## src/hdl/fmb_pkg.sv

```systemverilog
package fmb_pkg;

   localparam int DIM       = 8;
   localparam int FRAC_BITS = 16;
   localparam int MAT_N     = DIM * DIM;
   localparam int ERI_N     = MAT_N * MAT_N;
   localparam int MAT_AW    = (MAT_N > 1) ? $clog2(MAT_N) : 1;
   localparam int ERI_AW    = (ERI_N > 1) ? $clog2(ERI_N) : 1;

   // cube root of a 32-bit value scaled by 2^(2*FRAC_BITS), three bits a step
   localparam int ROOT_NW = 32 + 2 * FRAC_BITS;
   localparam int ROOT_G  = (ROOT_NW + 2) / 3;
   localparam int ROOT_YW = ROOT_G;
   localparam int ROOT_RW = 2 * ROOT_G + 6;
   localparam int ROOT_CW = $clog2(ROOT_G + 1);

   // width of n * cbrt(n) after rounding off the fraction
   localparam int M_W = 32 + ROOT_YW + 1 - FRAC_BITS;

   localparam logic [31:0] THREE_OVER_PI_Q32 = 32'd4101391657;
   localparam logic [23:0] CX_Q24            = 24'(32'd3172085749 >> 8);

   typedef enum logic [2:0] {
      KIND_DENSITY  = 3'd0,
      KIND_OVERLAP  = 3'd1,
      KIND_KINETIC  = 3'd2,
      KIND_NUCLEAR  = 3'd3,
      KIND_INTEGRAL = 3'd4,
      KIND_START    = 3'd5
   } kind_type;

   typedef enum logic [1:0] {
      MODE_J = 2'd0,
      MODE_N = 2'd1,
      MODE_F = 2'd2
   } mode_type;

   typedef struct packed {
      logic [2:0]         kind;
      logic [11:0]        address;
      logic signed [31:0] value;
   } req_type;

   typedef struct packed {
      logic [2:0]         row;
      logic [2:0]         col;
      logic signed [31:0] fock_value;
      logic signed [31:0] xc_energy;
      logic               saturated;
      logic               last;
   } rsp_type;

   typedef struct packed {
      logic              clear;
      logic              issue;
      mode_type          mode;
      logic              grp_end;
      logic [MAT_AW-1:0] mat_addr;
      logic [ERI_AW-1:0] eri_addr;
      logic [MAT_AW-1:0] wr_idx;
      logic              x_load;
      logic              root_start;
      logic              root_sel_n;
      logic              v_load;
      logic              m_load;
      logic              e_load;
      logic              out_load;
      logic [2:0]        row;
      logic [2:0]        col;
      logic              last;
   } cmd_type;

   typedef struct packed {
      logic n_done;
      logic f_done;
      logic root_busy;
   } status_type;

   function automatic logic ovf32(input logic signed [63:0] v);
      return v[63:31] != {33{v[63]}};
   endfunction

   function automatic logic signed [31:0] sat32(input logic signed [63:0] v);
      if (ovf32(v)) begin
         return v[63] ? 32'sh80000000 : 32'sh7FFFFFFF;
      end
      return v[31:0];
   endfunction

endpackage

```

## src/hdl/fmb_ctrl.sv

```systemverilog
module fmb_ctrl (
   input  logic                clock,
   input  logic                reset,
   input  logic                req_accept,
   input  fmb_pkg::req_type    req_data,
   input  logic                rsp_stall,
   input  fmb_pkg::status_type st,
   output fmb_pkg::cmd_type    cmd,
   output logic                req_stall,
   output logic                rsp_valid
);
   import fmb_pkg::*;

   typedef enum logic [15:0] {
      S_IDLE  = 16'h0001,
      S_JACC  = 16'h0002,
      S_NACC  = 16'h0004,
      S_WAITN = 16'h0008,
      S_XMUL  = 16'h0010,
      S_RXS   = 16'h0020,
      S_RXW   = 16'h0040,
      S_RNS   = 16'h0080,
      S_RNW   = 16'h0100,
      S_MMUL  = 16'h0200,
      S_EMUL  = 16'h0400,
      S_FACC  = 16'h0800,
      S_FWAIT = 16'h1000,
      S_ERD   = 16'h2000,
      S_ELD   = 16'h4000,
      S_EWAIT = 16'h8000
   } state_type;

   state_type         state_ff, state_in;
   logic [MAT_AW-1:0] mat_ff, mat_in, j_ff, j_in;
   logic [ERI_AW-1:0] eri_ff, eri_in;
   logic [2:0]        row_ff, row_in, col_ff, col_in;
   logic              mat_last, eri_last;
   logic [MAT_AW-1:0] mat_next;

   always_comb begin
      mat_last = mat_ff == MAT_AW'(MAT_N - 1);
      eri_last = eri_ff == ERI_AW'(ERI_N - 1);
      mat_next = mat_last ? '0 : mat_ff + MAT_AW'(1);

      state_in = state_ff;
      mat_in   = mat_ff;
      j_in     = j_ff;
      eri_in   = eri_ff;
      row_in   = row_ff;
      col_in   = col_ff;

      cmd            = '0;
      cmd.mode       = MODE_J;
      cmd.mat_addr   = mat_ff;
      cmd.eri_addr   = eri_ff;
      cmd.wr_idx     = mat_ff;
      cmd.grp_end    = mat_last;
      cmd.row        = row_ff;
      cmd.col        = col_ff;
      cmd.last       = mat_last;

      case (state_ff)
         S_IDLE: begin
            if (req_accept && req_data.kind == KIND_START) begin
               cmd.clear = 1'b1;
               mat_in    = '0;
               j_in      = '0;
               eri_in    = '0;
               row_in    = '0;
               col_in    = '0;
               state_in  = S_JACC;
            end
         end
         S_JACC: begin
            cmd.issue  = 1'b1;
            cmd.wr_idx = j_ff;
            mat_in     = mat_next;
            eri_in     = eri_last ? '0 : eri_ff + ERI_AW'(1);
            if (mat_last) begin
               j_in = j_ff + MAT_AW'(1);
            end
            if (eri_last) begin
               state_in = S_NACC;
            end
         end
         S_NACC: begin
            cmd.issue = 1'b1;
            cmd.mode  = MODE_N;
            mat_in    = mat_next;
            if (mat_last) begin
               state_in = S_WAITN;
            end
         end
         S_WAITN: begin
            if (st.n_done) begin
               state_in = S_XMUL;
            end
         end
         S_XMUL: begin
            cmd.x_load = 1'b1;
            state_in   = S_RXS;
         end
         S_RXS: begin
            cmd.root_start = 1'b1;
            state_in       = S_RXW;
         end
         S_RXW: begin
            if (!st.root_busy) begin
               state_in = S_RNS;
            end
         end
         S_RNS: begin
            // latch v from the first root while the unit restarts on n
            cmd.v_load     = 1'b1;
            cmd.root_start = 1'b1;
            cmd.root_sel_n = 1'b1;
            state_in       = S_RNW;
         end
         S_RNW: begin
            cmd.root_sel_n = 1'b1;
            if (!st.root_busy) begin
               state_in = S_MMUL;
            end
         end
         S_MMUL: begin
            cmd.m_load = 1'b1;
            state_in   = S_EMUL;
         end
         S_EMUL: begin
            cmd.e_load = 1'b1;
            state_in   = S_FACC;
         end
         S_FACC: begin
            cmd.issue = 1'b1;
            cmd.mode  = MODE_F;
            mat_in    = mat_next;
            if (mat_last) begin
               state_in = S_FWAIT;
            end
         end
         S_FWAIT: begin
            if (st.f_done) begin
               state_in = S_ERD;
            end
         end
         S_ERD: begin
            state_in = S_ELD;
         end
         S_ELD: begin
            cmd.out_load = 1'b1;
            state_in     = S_EWAIT;
         end
         S_EWAIT: begin
            if (!rsp_stall) begin
               mat_in = mat_next;
               if (col_ff == 3'(DIM - 1)) begin
                  col_in = '0;
                  row_in = row_ff + 3'd1;
               end else begin
                  col_in = col_ff + 3'd1;
               end
               state_in = mat_last ? S_IDLE : S_ERD;
            end
         end
         default: begin
            state_in = S_IDLE;
         end
      endcase
   end

   always_ff @(posedge clock) begin
      if (reset) begin
         state_ff <= S_IDLE;
         mat_ff   <= '0;
         j_ff     <= '0;
         eri_ff   <= '0;
         row_ff   <= '0;
         col_ff   <= '0;
      end else begin
         state_ff <= state_in;
         mat_ff   <= mat_in;
         j_ff     <= j_in;
         eri_ff   <= eri_in;
         row_ff   <= row_in;
         col_ff   <= col_in;
      end
   end

   assign req_stall = state_ff != S_IDLE;
   assign rsp_valid = state_ff == S_EWAIT;

endmodule

```

## config.mk

```make
export PLATFORM = sky130hd
export DESIGN_NAME = fmb_ctrl
export DESIGN_NICKNAME = d
export VERILOG_FILES = /design/src/hdl/fmb_pkg.sv /design/src/hdl/fmb_ctrl.sv
export SDC_FILE = /design/constraint.sdc
export NUM_CORES = 1
export LEC_CHECK = 0
export BUFFER_PORTS_ARGS = -buffer_cell sky130_fd_sc_hd__buf_2
export CAP_MARGIN = 10
export CORE_MARGIN = 4
export CORE_UTILIZATION = 30
export DETAILED_ROUTE_END_ITERATION = 16
export PLACE_DENSITY_LB_ADDON = 0.2
export RECOVER_POWER = 100
export SLEW_MARGIN = 15
export SYNTH_ARGS = -nofsm -noshare
export SYNTH_HDL_FRONTEND = slang
export SYNTH_SLANG_ARGS = --single-unit
```

## constraint.sdc

```tcl
create_clock -name clock -period 3.3 [get_ports clock]
set_input_delay 0.33 -clock clock [delete_from_list [all_inputs] [get_ports clock]]
set_output_delay 0.33 -clock clock [all_outputs]
set_load 0.01 [all_outputs]
```

# ---- Word-level counts from Yosys, hierarchy flattened
# Index checks and enable logic that the tools add are counted.
dict set report word_totals {
  ff_bits 46
  input_bits 54
  out_inout_bits 45
  elab_cells 95
}
dict set report op_classes {
  addsub 5
  eq_ne 32
  muxes 39
  reduce_logical 13
}
# cell count
set op_table {}
lappend op_table {{case mux 16 bit (16 select lines)} 1}
lappend op_table {{2-to-1 mux 16 bit} 9}
lappend op_table {{2-to-1 mux 6 bit} 5}
lappend op_table {{2-to-1 mux 12 bit} 2}
lappend op_table {{case mux 12 bit (2 select lines)} 1}
lappend op_table {{!= test 2 bit (second input constant)} 10}
lappend op_table {{case mux 6 bit (3 select lines)} 1}
lappend op_table {{== test 16 x 1 -> 1 bit (second input constant)} 1}
lappend op_table {{== test 16 x 10 -> 1 bit (second input constant)} 1}
lappend op_table {{== test 16 x 11 -> 1 bit (second input constant)} 1}
lappend op_table {{== test 16 x 12 -> 1 bit (second input constant)} 1}
lappend op_table {{== test 16 x 13 -> 1 bit (second input constant)} 1}
lappend op_table {{== test 16 x 14 -> 1 bit (second input constant)} 1}
lappend op_table {{== test 16 x 15 -> 1 bit (second input constant)} 1}
lappend op_table {{== test 16 bit (second input constant)} 1}
lappend op_table {{== test 16 x 2 -> 1 bit (second input constant)} 1}
lappend op_table {{== test 16 x 3 -> 1 bit (second input constant)} 1}
lappend op_table {{== test 16 x 4 -> 1 bit (second input constant)} 1}
lappend op_table {{== test 16 x 5 -> 1 bit (second input constant)} 1}
lappend op_table {{== test 16 x 6 -> 1 bit (second input constant)} 1}
lappend op_table {{== test 16 x 7 -> 1 bit (second input constant)} 1}
lappend op_table {{== test 16 x 8 -> 1 bit (second input constant)} 1}
lappend op_table {{== test 16 x 9 -> 1 bit (second input constant)} 1}
lappend op_table {{!= test 16 x 1 -> 1 bit (second input constant)} 1}
lappend op_table {{22 further kinds} 43}

# ---- Logic depth before layout (Yosys ltp)
# Gate-level depths: netlist (run 1).
dict set report logic_depth {
  word_depth 4
  depth_mapped 8
  ltp_nobuf 7
}

# ---- Worst setup path before layout (run 1)
# No wires, ideal clock.
dict set report synth_path {
  path_type {register to output}
  startpoint {register state_ff[14]}
  endpoint {output port cmd[13] in the netlist's numbering}
  arrival_ns 1.798
  t_required_ns 2.970
  slack_ns 1.172
  stages_incl_launch_ff 7
  path_cell_list {dfxtp_1 > clkbuf_1 > nor4_2 > nand2_1 > nor2_1 > nand2_1 > nor4b_1}
}
# item line_no
set synth_rtl {}
lappend synth_rtl {{start: declaration} fmb_ctrl.sv:33} ;# state_type state_ff, state_in;
lappend synth_rtl {{start signal: assignment} fmb_ctrl.sv:180} ;# state_ff <= state_in;
lappend synth_rtl {{end: declaration} fmb_ctrl.sv:8} ;# output fmb_pkg::cmd_type cmd,

# ---- Worst setup path after layout (run 1)
dict set report layout_path {
  startpoint {register state_ff[8]}
  endpoint {register state_ff[4]}
}
dict set report layout_between {
  elab_chain_cells 3
  word_cells_on_any_way 27
  classes_between {25 x eq/ne; 1 x mux; 1 x reduce/logical}
}
# item line_no
set layout_lines {}
lappend layout_lines {{== test 16 x 1 -> 1 bit (tied with other cells)} fmb_ctrl.sv:62} ;# case (state_ff)
lappend layout_lines {{!= test 2 bit (no line)} n/a}
lappend layout_lines {{AND reduction 9 bit (no line)} n/a}
# Several ways; a longest one is shown, not always the timed one.
# A chain may end at the register's enable or synchronous reset.

==> results of run 1 <==
## power breakdown
part	total, uW	internal [uW]	switching (uW)
registers	560	556	3.65
clock network	339	147	193
logic	62.9	20.2	42.7
total	962	723	239
## placed cells by master (no fill, tap or decap), types with 8 or more instances in the layout
master / n
a21oi_1: 20
buf_2: 13
clkbuf_1: 44
dfxtp_1: 46
inv_1: 9
nand2_1: 21
nand3_1: 16
nand4_1: 12
nor2_1: 33
nor3_1: 13
nor4_1: 10
o21ai_0: 12
or3_1: 8
xnor2_1: 9
xor2_1: 13
## cell type report
type / count / area share
Tap cell: 108 / 0.0439
Sequential cell: 46 / 0.299
Multi-Input combinational cell: 252 / 0.545
Timing Repair Buffer: 56 / 0.0748
Inverter: 10 / 0.0122
Clock buffer: 7 / 0.0248
## registers in the layout (all words and copies together) (netlist names)
| signal | count |
|---|---|
| j_ff | 6 |
| state_ff | 16 |
| mat_ff | 6 |
| row_ff | 3 |
| col_ff | 3 |
| eri_ff | 12 |
## critical path, stage by stage, from the launching register on
cell and delay [ps]:
dfxtp_1 440, nor4_4 590, nand4_1 490, inv_1 410, a2bb2oi_2 180, and3_1 220
nand2_1 330, nor4_1 120
## path summary, 6_finish.rpt
path | to | cells past startpoint
max | state_ff[4] | 7
max reg2reg | state_ff[4] | 7
min | state_ff[12] | 4
min reg2reg | col_ff[0] | 2
## per-layer routing
layer | track usage | vias up
li1 | - | 1285
met2 | 0.230 | 52
met1 | 0.196 | 1208
met3 | 0.0255 | 8
met4 | 0.0332 | 0
met5 | 0 | -
## stage by stage
| step | hold WS (ps) | cell area, um2 | cells |
|---|---|---|---|
| floorplan | 468 | 2760 | 327 |
| global placement | 475 | 3080 | 472 |
| detailed placement | 491 | 3080 | 472 |
| CTS | 327 | 3160 | 479 |
| global route | 364 | 3080 | 479 |
| finish | 332 | 3080 | 479 |
## cell families (layout without fill, tap and decap cells)
family / Yosys count / count (layout) / share of synthesized area
and+or+nand+nor: 163 / 163 / 0.366
DFF: 46 / 46 / 0.334
buffers and inverters: 29 / 73 / 0.0485
adders and majority gates: 6 / 6 / 0.0272
xor gates and xnor gates: 22 / 22 / 0.0698
muxes: 8 / 8 / 0.0322
AOI/OAI and AO/OA: 53 / 53 / 0.122
==> impl_metrics.yaml, run 1 <==
floorplan:
  coreArea_mm2: 0.00885
  die_area_mm2: 0.0108
  io_pins: 99
  rows: 34
  start_util: 0.312
  die_y_um: 104
  die_w_um: 104
logic_synthesis:
  synth_ff_type: "dfxtp_1"
  synth_common_cells: "dfxtp_1, nor2_1, a21oi_1"
  synth_edf_count: 0
  synth_nets: 387
  synth.distinct_cells: 59
  synth_cells: 327
  synth.top_cell.area_share: 0.334
  synth-warning-count: 0
  synth.largest_area_cell: "dfxtp_1"
  synth_area_per_cell_um2: 8.44
  seq_area_frac_synth: 0.334
  async_flop_share: 0
  synth.most_common_cell: "dfxtp_1"
  synth_area_leaders: "dfxtp_1, nor2_1, xor2_1"
  yosys_register_bits: 46
  synthesis.area_mm2: 0.00276
setup_path:
  critical_path_class: "reg2reg"
  reg2reg_slack_ps: 360
  cp_max_fo: 10
  worstPathArrival_ps: 3090
  crit_path_end_kind: "flop"
  cp-start-kind: "flop"
  crit_required_ps: 3450
  cp-startpoint: "state_ff[8]"
  r2r_start: "state_ff[8]"
clock_tree:
  cts-resized-gates: 0
  htreeDepth: 2
  clk_latency_ps: 300
  root_buffer: "clkbuf_8"
  cts_buffer_depth: 2
  cts_tree: "yes"
  post_cts_buffers: 0
  numClockSinks: 46
  ctsHoldBuffers: 0
  cts_buffers: 5
  path_clk_slew_ps: 90
timing:
  fmax_mhz: 340
  rsz0062_at_grt: "no"
  setup_viol: 0
  post-route-min-period_ps: 2940
  tns_ps: 0
  worst_pin_slew_ps: 702
  slew_viol_final: 0
  period_share: 0.891
  relSlewSlack: 0.527
  final_hold_viol_count: 0
  timing.final.ws_setup_ps: 361
  fin_worst_skew_ps: 7.30
power_and_ir_drop:
  p_leak_uw: 0.00111
  ir_drop_v: 0.000168
  power_uw: 962
  power_density_mw_per_mm2: 312
placed_design:
  dp_hpwl_mm: 5.55
  gp_congestion: 0.781
  io_buffers: 54
  pre_cts_slack_ps: 748
grt:
  antenna_found_initial: 0
  grt_max_degree: 35
  grt_pass1_wl_mm: 12.8
  grt_use_total: 0.142
  grt_pass1_vias: 2488
  grt_overflow_total: 0
routing:
  firstDrtPassIters: 4
  routed-via-count: 2553
  ant_nets: 0
  top_layer: "met4"
  wl_per_cell_um: 15.7
  wl_met3_um: 244
  drt_iter0_drc: 88
  wl_met2_mm: 3.45
  wl_met1_mm: 3.75
  drc: 0
  totalWireLength_mm: 7.54
  via_per_inst: 5.33
layout:
  fin_util: 0.348
  register_area_um2: 921
  fin_nets: 431
  antenna_cells: 0
  fillers: 978
  drive_above_1_share: 0.108
  multi_input_area_mm2: 0.00168
  syn_to_final_growth_pct: 11.6
run_status:
  status: "completed"
min_path:
  hp-class: "in2reg"
  worstHoldStart: "st[1]"
run:
  max_cap_viol_count: 0
(Power assumes the default switching activity.)
==> run 2: changes to the inputs <==
==> constraint.sdc (replaced) <==
create_clock -name clock -period 3.2 [get_ports clock]
set_input_delay 0.32 -clock clock [delete_from_list [all_inputs] [get_ports clock]]
set_output_delay 0.32 -clock clock [all_outputs]
set_load 0.01 [all_outputs]
==> impl_metrics.yaml, run 2 (same netlist as run 1, synthesis figures left out) <==
layout:
  final_cell_mix: "dfxtp_1, clkbuf_1, nor2_1"
  fin_util: 0.353
  fin_nets: 432
  final_area_mm2: 0.00312
  reg.largest.list: "state_ff x16, eri_ff x12"
  largest_reg_flops: 16
  antenna_cells: 0
  final_common_cell: "dfxtp_1"
  largest-register: "state_ff"
  fillers: 969
  multi_input_area_mm2: 0.00168
  drive_above_1_share: 0.121
  register_area_um2: 921
  syn_to_final_growth_pct: 13.2
routing:
  via_per_inst: 5.29
  firstDrtPassIters: 4
  totalWireLength_mm: 7.61
  drt_iter0_drc: 93
  wl_per_cell_um: 15.8
  routed-via-count: 2540
  drc: 0
  ant_nets: 0
timing:
  slew_viol_final: 0
  period_share: 0.875
  setup_viol: 0
  post-route-min-period_ps: 2800
  fmax_mhz: 357
  rsz0062_at_grt: "no"
  relSlewSlack: 0.418
  tns_ps: 0
  worst_pin_slew_ps: 861
  fin_worst_skew_ps: 11.0
  final_hold_viol_count: 0
setup_path:
  crit_required_ps: 2880
  r2r_start: "state_ff[1]"
  crit_path_end_kind: "output pin"
  path_cells: "nor4b_1 > nand4_1 > buf_4 > mux2_2 > buf_2"
  critical_path_class: "reg2out"
  cp-start-kind: "flop"
  cp_max_fo: 11
  critPathBufInv: 2
  reg2reg_slack_ps: 450
  crit_family: "simple AND/OR/NAND/NOR gates"
  r2r_end: "state_ff[4]"
  slowest_stage: "nor4b_1"
  cpPeakStageDelay_ps: 750
  worstPathArrival_ps: 2480
  reg2regPathDepth: 6
placed_design:
  dp_hpwl_mm: 5.59
  io_buffers: 54
  placed_area_mm2: 0.00309
  gp_congestion: 0.779
floorplan:
  io_pins: 99
  coreArea_mm2: 0.00885
  die_area_mm2: 0.0108
  die_w_um: 104
  rows: 34
  start_util: 0.312
  die_y_um: 104
clock_tree:
  cts_buffer_depth: 2
  ctsHoldBuffers: 0
  root_buffer: "clkbuf_8"
  htreeDepth: 2
  post_cts_buffers: 0
  cts_tree: "yes"
  numClockSinks: 46
  cts-resized-gates: 0
  cts_buffers: 5
  path_clk_slew_ps: 90
  clk_latency_ps: 300
min_path:
  whs_endpoint: "state_ff[3]"
  worstHoldStart: "st[2]"
  hp-class: "in2reg"
  hold_depth: 3
grt:
  grt_overflow_total: 0
  grt_pass1_wl_mm: 13.0
  grt_max_degree: 35
  grt_pass1_vias: 2568
  antenna_found_initial: 0
  grt_use_total: 0.146
power_and_ir_drop:
  p_leak_uw: 0.00114
  power_density_mw_per_mm2: 351
  ir_drop_v: 0.000177
run_status:
  status: "completed"
run:
  max_cap_viol_count: 0
-- run 2: worst max path at each step --
stage	startpoint	slack, ps	to	cells after the start
global placement	state_ff[8]	630	state_ff[4]	8
floorplan	state_ff[14]	1080	cmd[13]	6
global route	state_ff[1]	230	state_ff[0]	6
finish	state_ff[1]	400	cmd[18]	5
detailed placement	state_ff[5]	700	state_ff[4]	7
CTS	state_ff[4]	520	cmd[40]	5
-- run 2: area by class of cell --
class | count | area share
multi-input cells | 252 | 0.536
well taps | 108 | 0.0433
clock inverters | 1 | 0.00962
clock buffers | 6 | 0.0264
inverters | 10 | 0.0120
flip-flops and latches | 46 | 0.295
repair buffers | 57 | 0.0773
-- run 2: per-stage QoR --
step | hold slack (ps) | setup slack [ps] | cells | total power, uW
global placement | 475 | 632 | 473 | 658
detailed placement | 481 | 699 | 473 | 658
CTS | 315 | 525 | 480 | 1110
finish | 318 | 399 | 480 | 1100
global route | 337 | 228 | 480 | 1150
floorplan | 468 | 1080 | 327 | 635
-- run 2: per-layer routing --
layer	share of wire	routed length (um)	vias up	GRT usage
met4	0.010	78	0	0.0370
li1	-	-	1286	-
met1	0.48	3670	1199	0.194
met5	0	0	-	0
met2	0.46	3540	50	0.240
met3	0.042	317	5	0.0310
-- run 2: where the power goes --
group          switching (uW)  internal, uW
clock network             203           250
logic                    44.2          21.1
registers                3.56           573
total                     251           845
-- run 2: worst reg2reg max path: cells and delay by family (launching register included) --
family / cells / cell delay, ps
and+or+nand+nor: 5 / 1560
DFF: 1 / 540
AOI/OAI and AO/OA: 1 / 510
==> run 3: changes to the inputs <==
--- a/config.mk
+++ b/config.mk
@@ -8,7 +8,7 @@
 export BUFFER_PORTS_ARGS = -buffer_cell sky130_fd_sc_hd__buf_2
 export CAP_MARGIN = 10
 export CORE_MARGIN = 4
-export CORE_UTILIZATION = 30
+export CORE_UTILIZATION = 32
 export DETAILED_ROUTE_END_ITERATION = 16
 export PLACE_DENSITY_LB_ADDON = 0.2
 export RECOVER_POWER = 100
==> impl_metrics.yaml, run 3 (same netlist as run 1, synthesis figures left out) <==
clock_tree:
  cts_tree: "yes"
  post_cts_buffers: 0
  htreeDepth: 2
  cts_buffer_depth: 2
  numClockSinks: 46
  cts-resized-gates: 0
  ctsHoldBuffers: 0
  root_buffer: "clkbuf_8"
  cts_buffers: 5
  clk_latency_ps: 310
  path_clk_slew_ps: 100
grt:
  grt_max_degree: 35
  antenna_found_initial: 0
  grt_pass1_wl_mm: 12.4
  grt_use_total: 0.150
  grt_overflow_total: 0
  grt_pass1_vias: 2471
timing:
  final_hold_viol_count: 0
  fmax_mhz: 352
  rsz0062_at_grt: "no"
  setup_viol: 0
  tns_ps: 0
  post-route-min-period_ps: 2840
  worst_pin_slew_ps: 672
  timing.final.ws_setup_ps: 363
  slew_viol_final: 0
  fin_worst_skew_ps: 11.0
  period_share: 0.887
  relSlewSlack: 0.547
setup_path:
  reg2regPathDepth: 7
  cp_max_fo: 9
  cp-start-kind: "flop"
  crit_path_end_kind: "flop"
  critical_path_class: "reg2reg"
  crit_required_ps: 3390
  worstPathArrival_ps: 3030
routing:
  drc: 0
  ant_nets: 0
  firstDrtPassIters: 4
  wl_per_cell_um: 15.4
  routed-via-count: 2541
  drt_iter0_drc: 83
  via_per_inst: 5.33
  totalWireLength_mm: 7.32
  wl_met3_um: 359
  top_layer: "met4"
  wl_met1_mm: 3.60
  wl_met2_mm: 3.21
run:
  max_cap_viol_count: 0
layout:
  final_cell_mix: "dfxtp_1, clkbuf_1, nor2_1"
  final_common_cell: "dfxtp_1"
  largest-register: "state_ff"
  multi_input_area_mm2: 0.00168
  syn_to_final_growth_pct: 12.3
  fillers: 902
  fin_nets: 431
  largest_reg_flops: 16
  register_area_um2: 921
  drive_above_1_share: 0.116
  antenna_cells: 0
  reg.largest.list: "state_ff x16, eri_ff x12"
floorplan:
  rows: 33
  die_w_um: 101
  io_pins: 99
  die_y_um: 101
  die_area_mm2: 0.0102
  coreArea_mm2: 0.00830
  start_util: 0.332
placed_design:
  io_buffers: 54
  pre_cts_slack_ps: 767
  dp_hpwl_mm: 5.44
  gp_congestion: 0.860
power_and_ir_drop:
  power_density_mw_per_mm2: 334
  ir_drop_v: 0.000147
  p_leak_uw: 0.00112
min_path:
  hp-class: "in2reg"
  hold_depth: 3
run_status:
  status: "completed"
-- run 3: worst max-delay path, cell delays in order (launching register included) --
cell,delay (ps)
dfxtp_1,420
nor4_4,550
nand4_1,450
inv_1,390
a2bb2oi_2,200
and3_1,250
nand2_1,310
o21ai_0,150
-- run 3: metal layers --
metal,vias up,GRT usage
li1,1287,-
met1,1180,0.207
met2,62,0.236
met3,12,0.0256
met4,0,0.0528
met5,-,0
-- run 3: layout make-up --
type / count / share of cell area
Multi-Input combinational cell: 252 / 0.542
Sequential cell: 46 / 0.297
Timing Repair Buffer: 56 / 0.0743
Tap cell: 105 / 0.0424
Inverter: 10 / 0.0121
Clock buffer: 6 / 0.0267
Clock inverter: 2 / 0.00525
-- run 3: report_power, final --
part | internal [uW] | total, uW | switching (uW)
combinational | 20.8 | 63.7 | 43.0
sequential | 573 | 577 | 3.81
clock | 178 | 395 | 216
-- run 3: final timing paths --
| kind | start | end | slack [ps] |
|---|---|---|---|
| worst max-delay path | state_ff[5] | state_ff[0] | 360 |
| worst min-delay path | st[2] | state_ff[3] | 340 |
| worst max register to register | state_ff[5] | state_ff[0] | 360 |
| worst min register to register | col_ff[0] | col_ff[0] | 500 |
-- run 3: per-stage QoR --
stage,util,total power [uW],cell area [um2],cells,hold slack (ps)
finish,0.373,1040,3100,477,338
global route,0.373,1080,3100,477,356
CTS,0.383,1050,3180,477,326
detailed placement,0.371,657,3080,469,486
global placement,0.371,657,3080,469,473
floorplan,-,635,2760,327,468
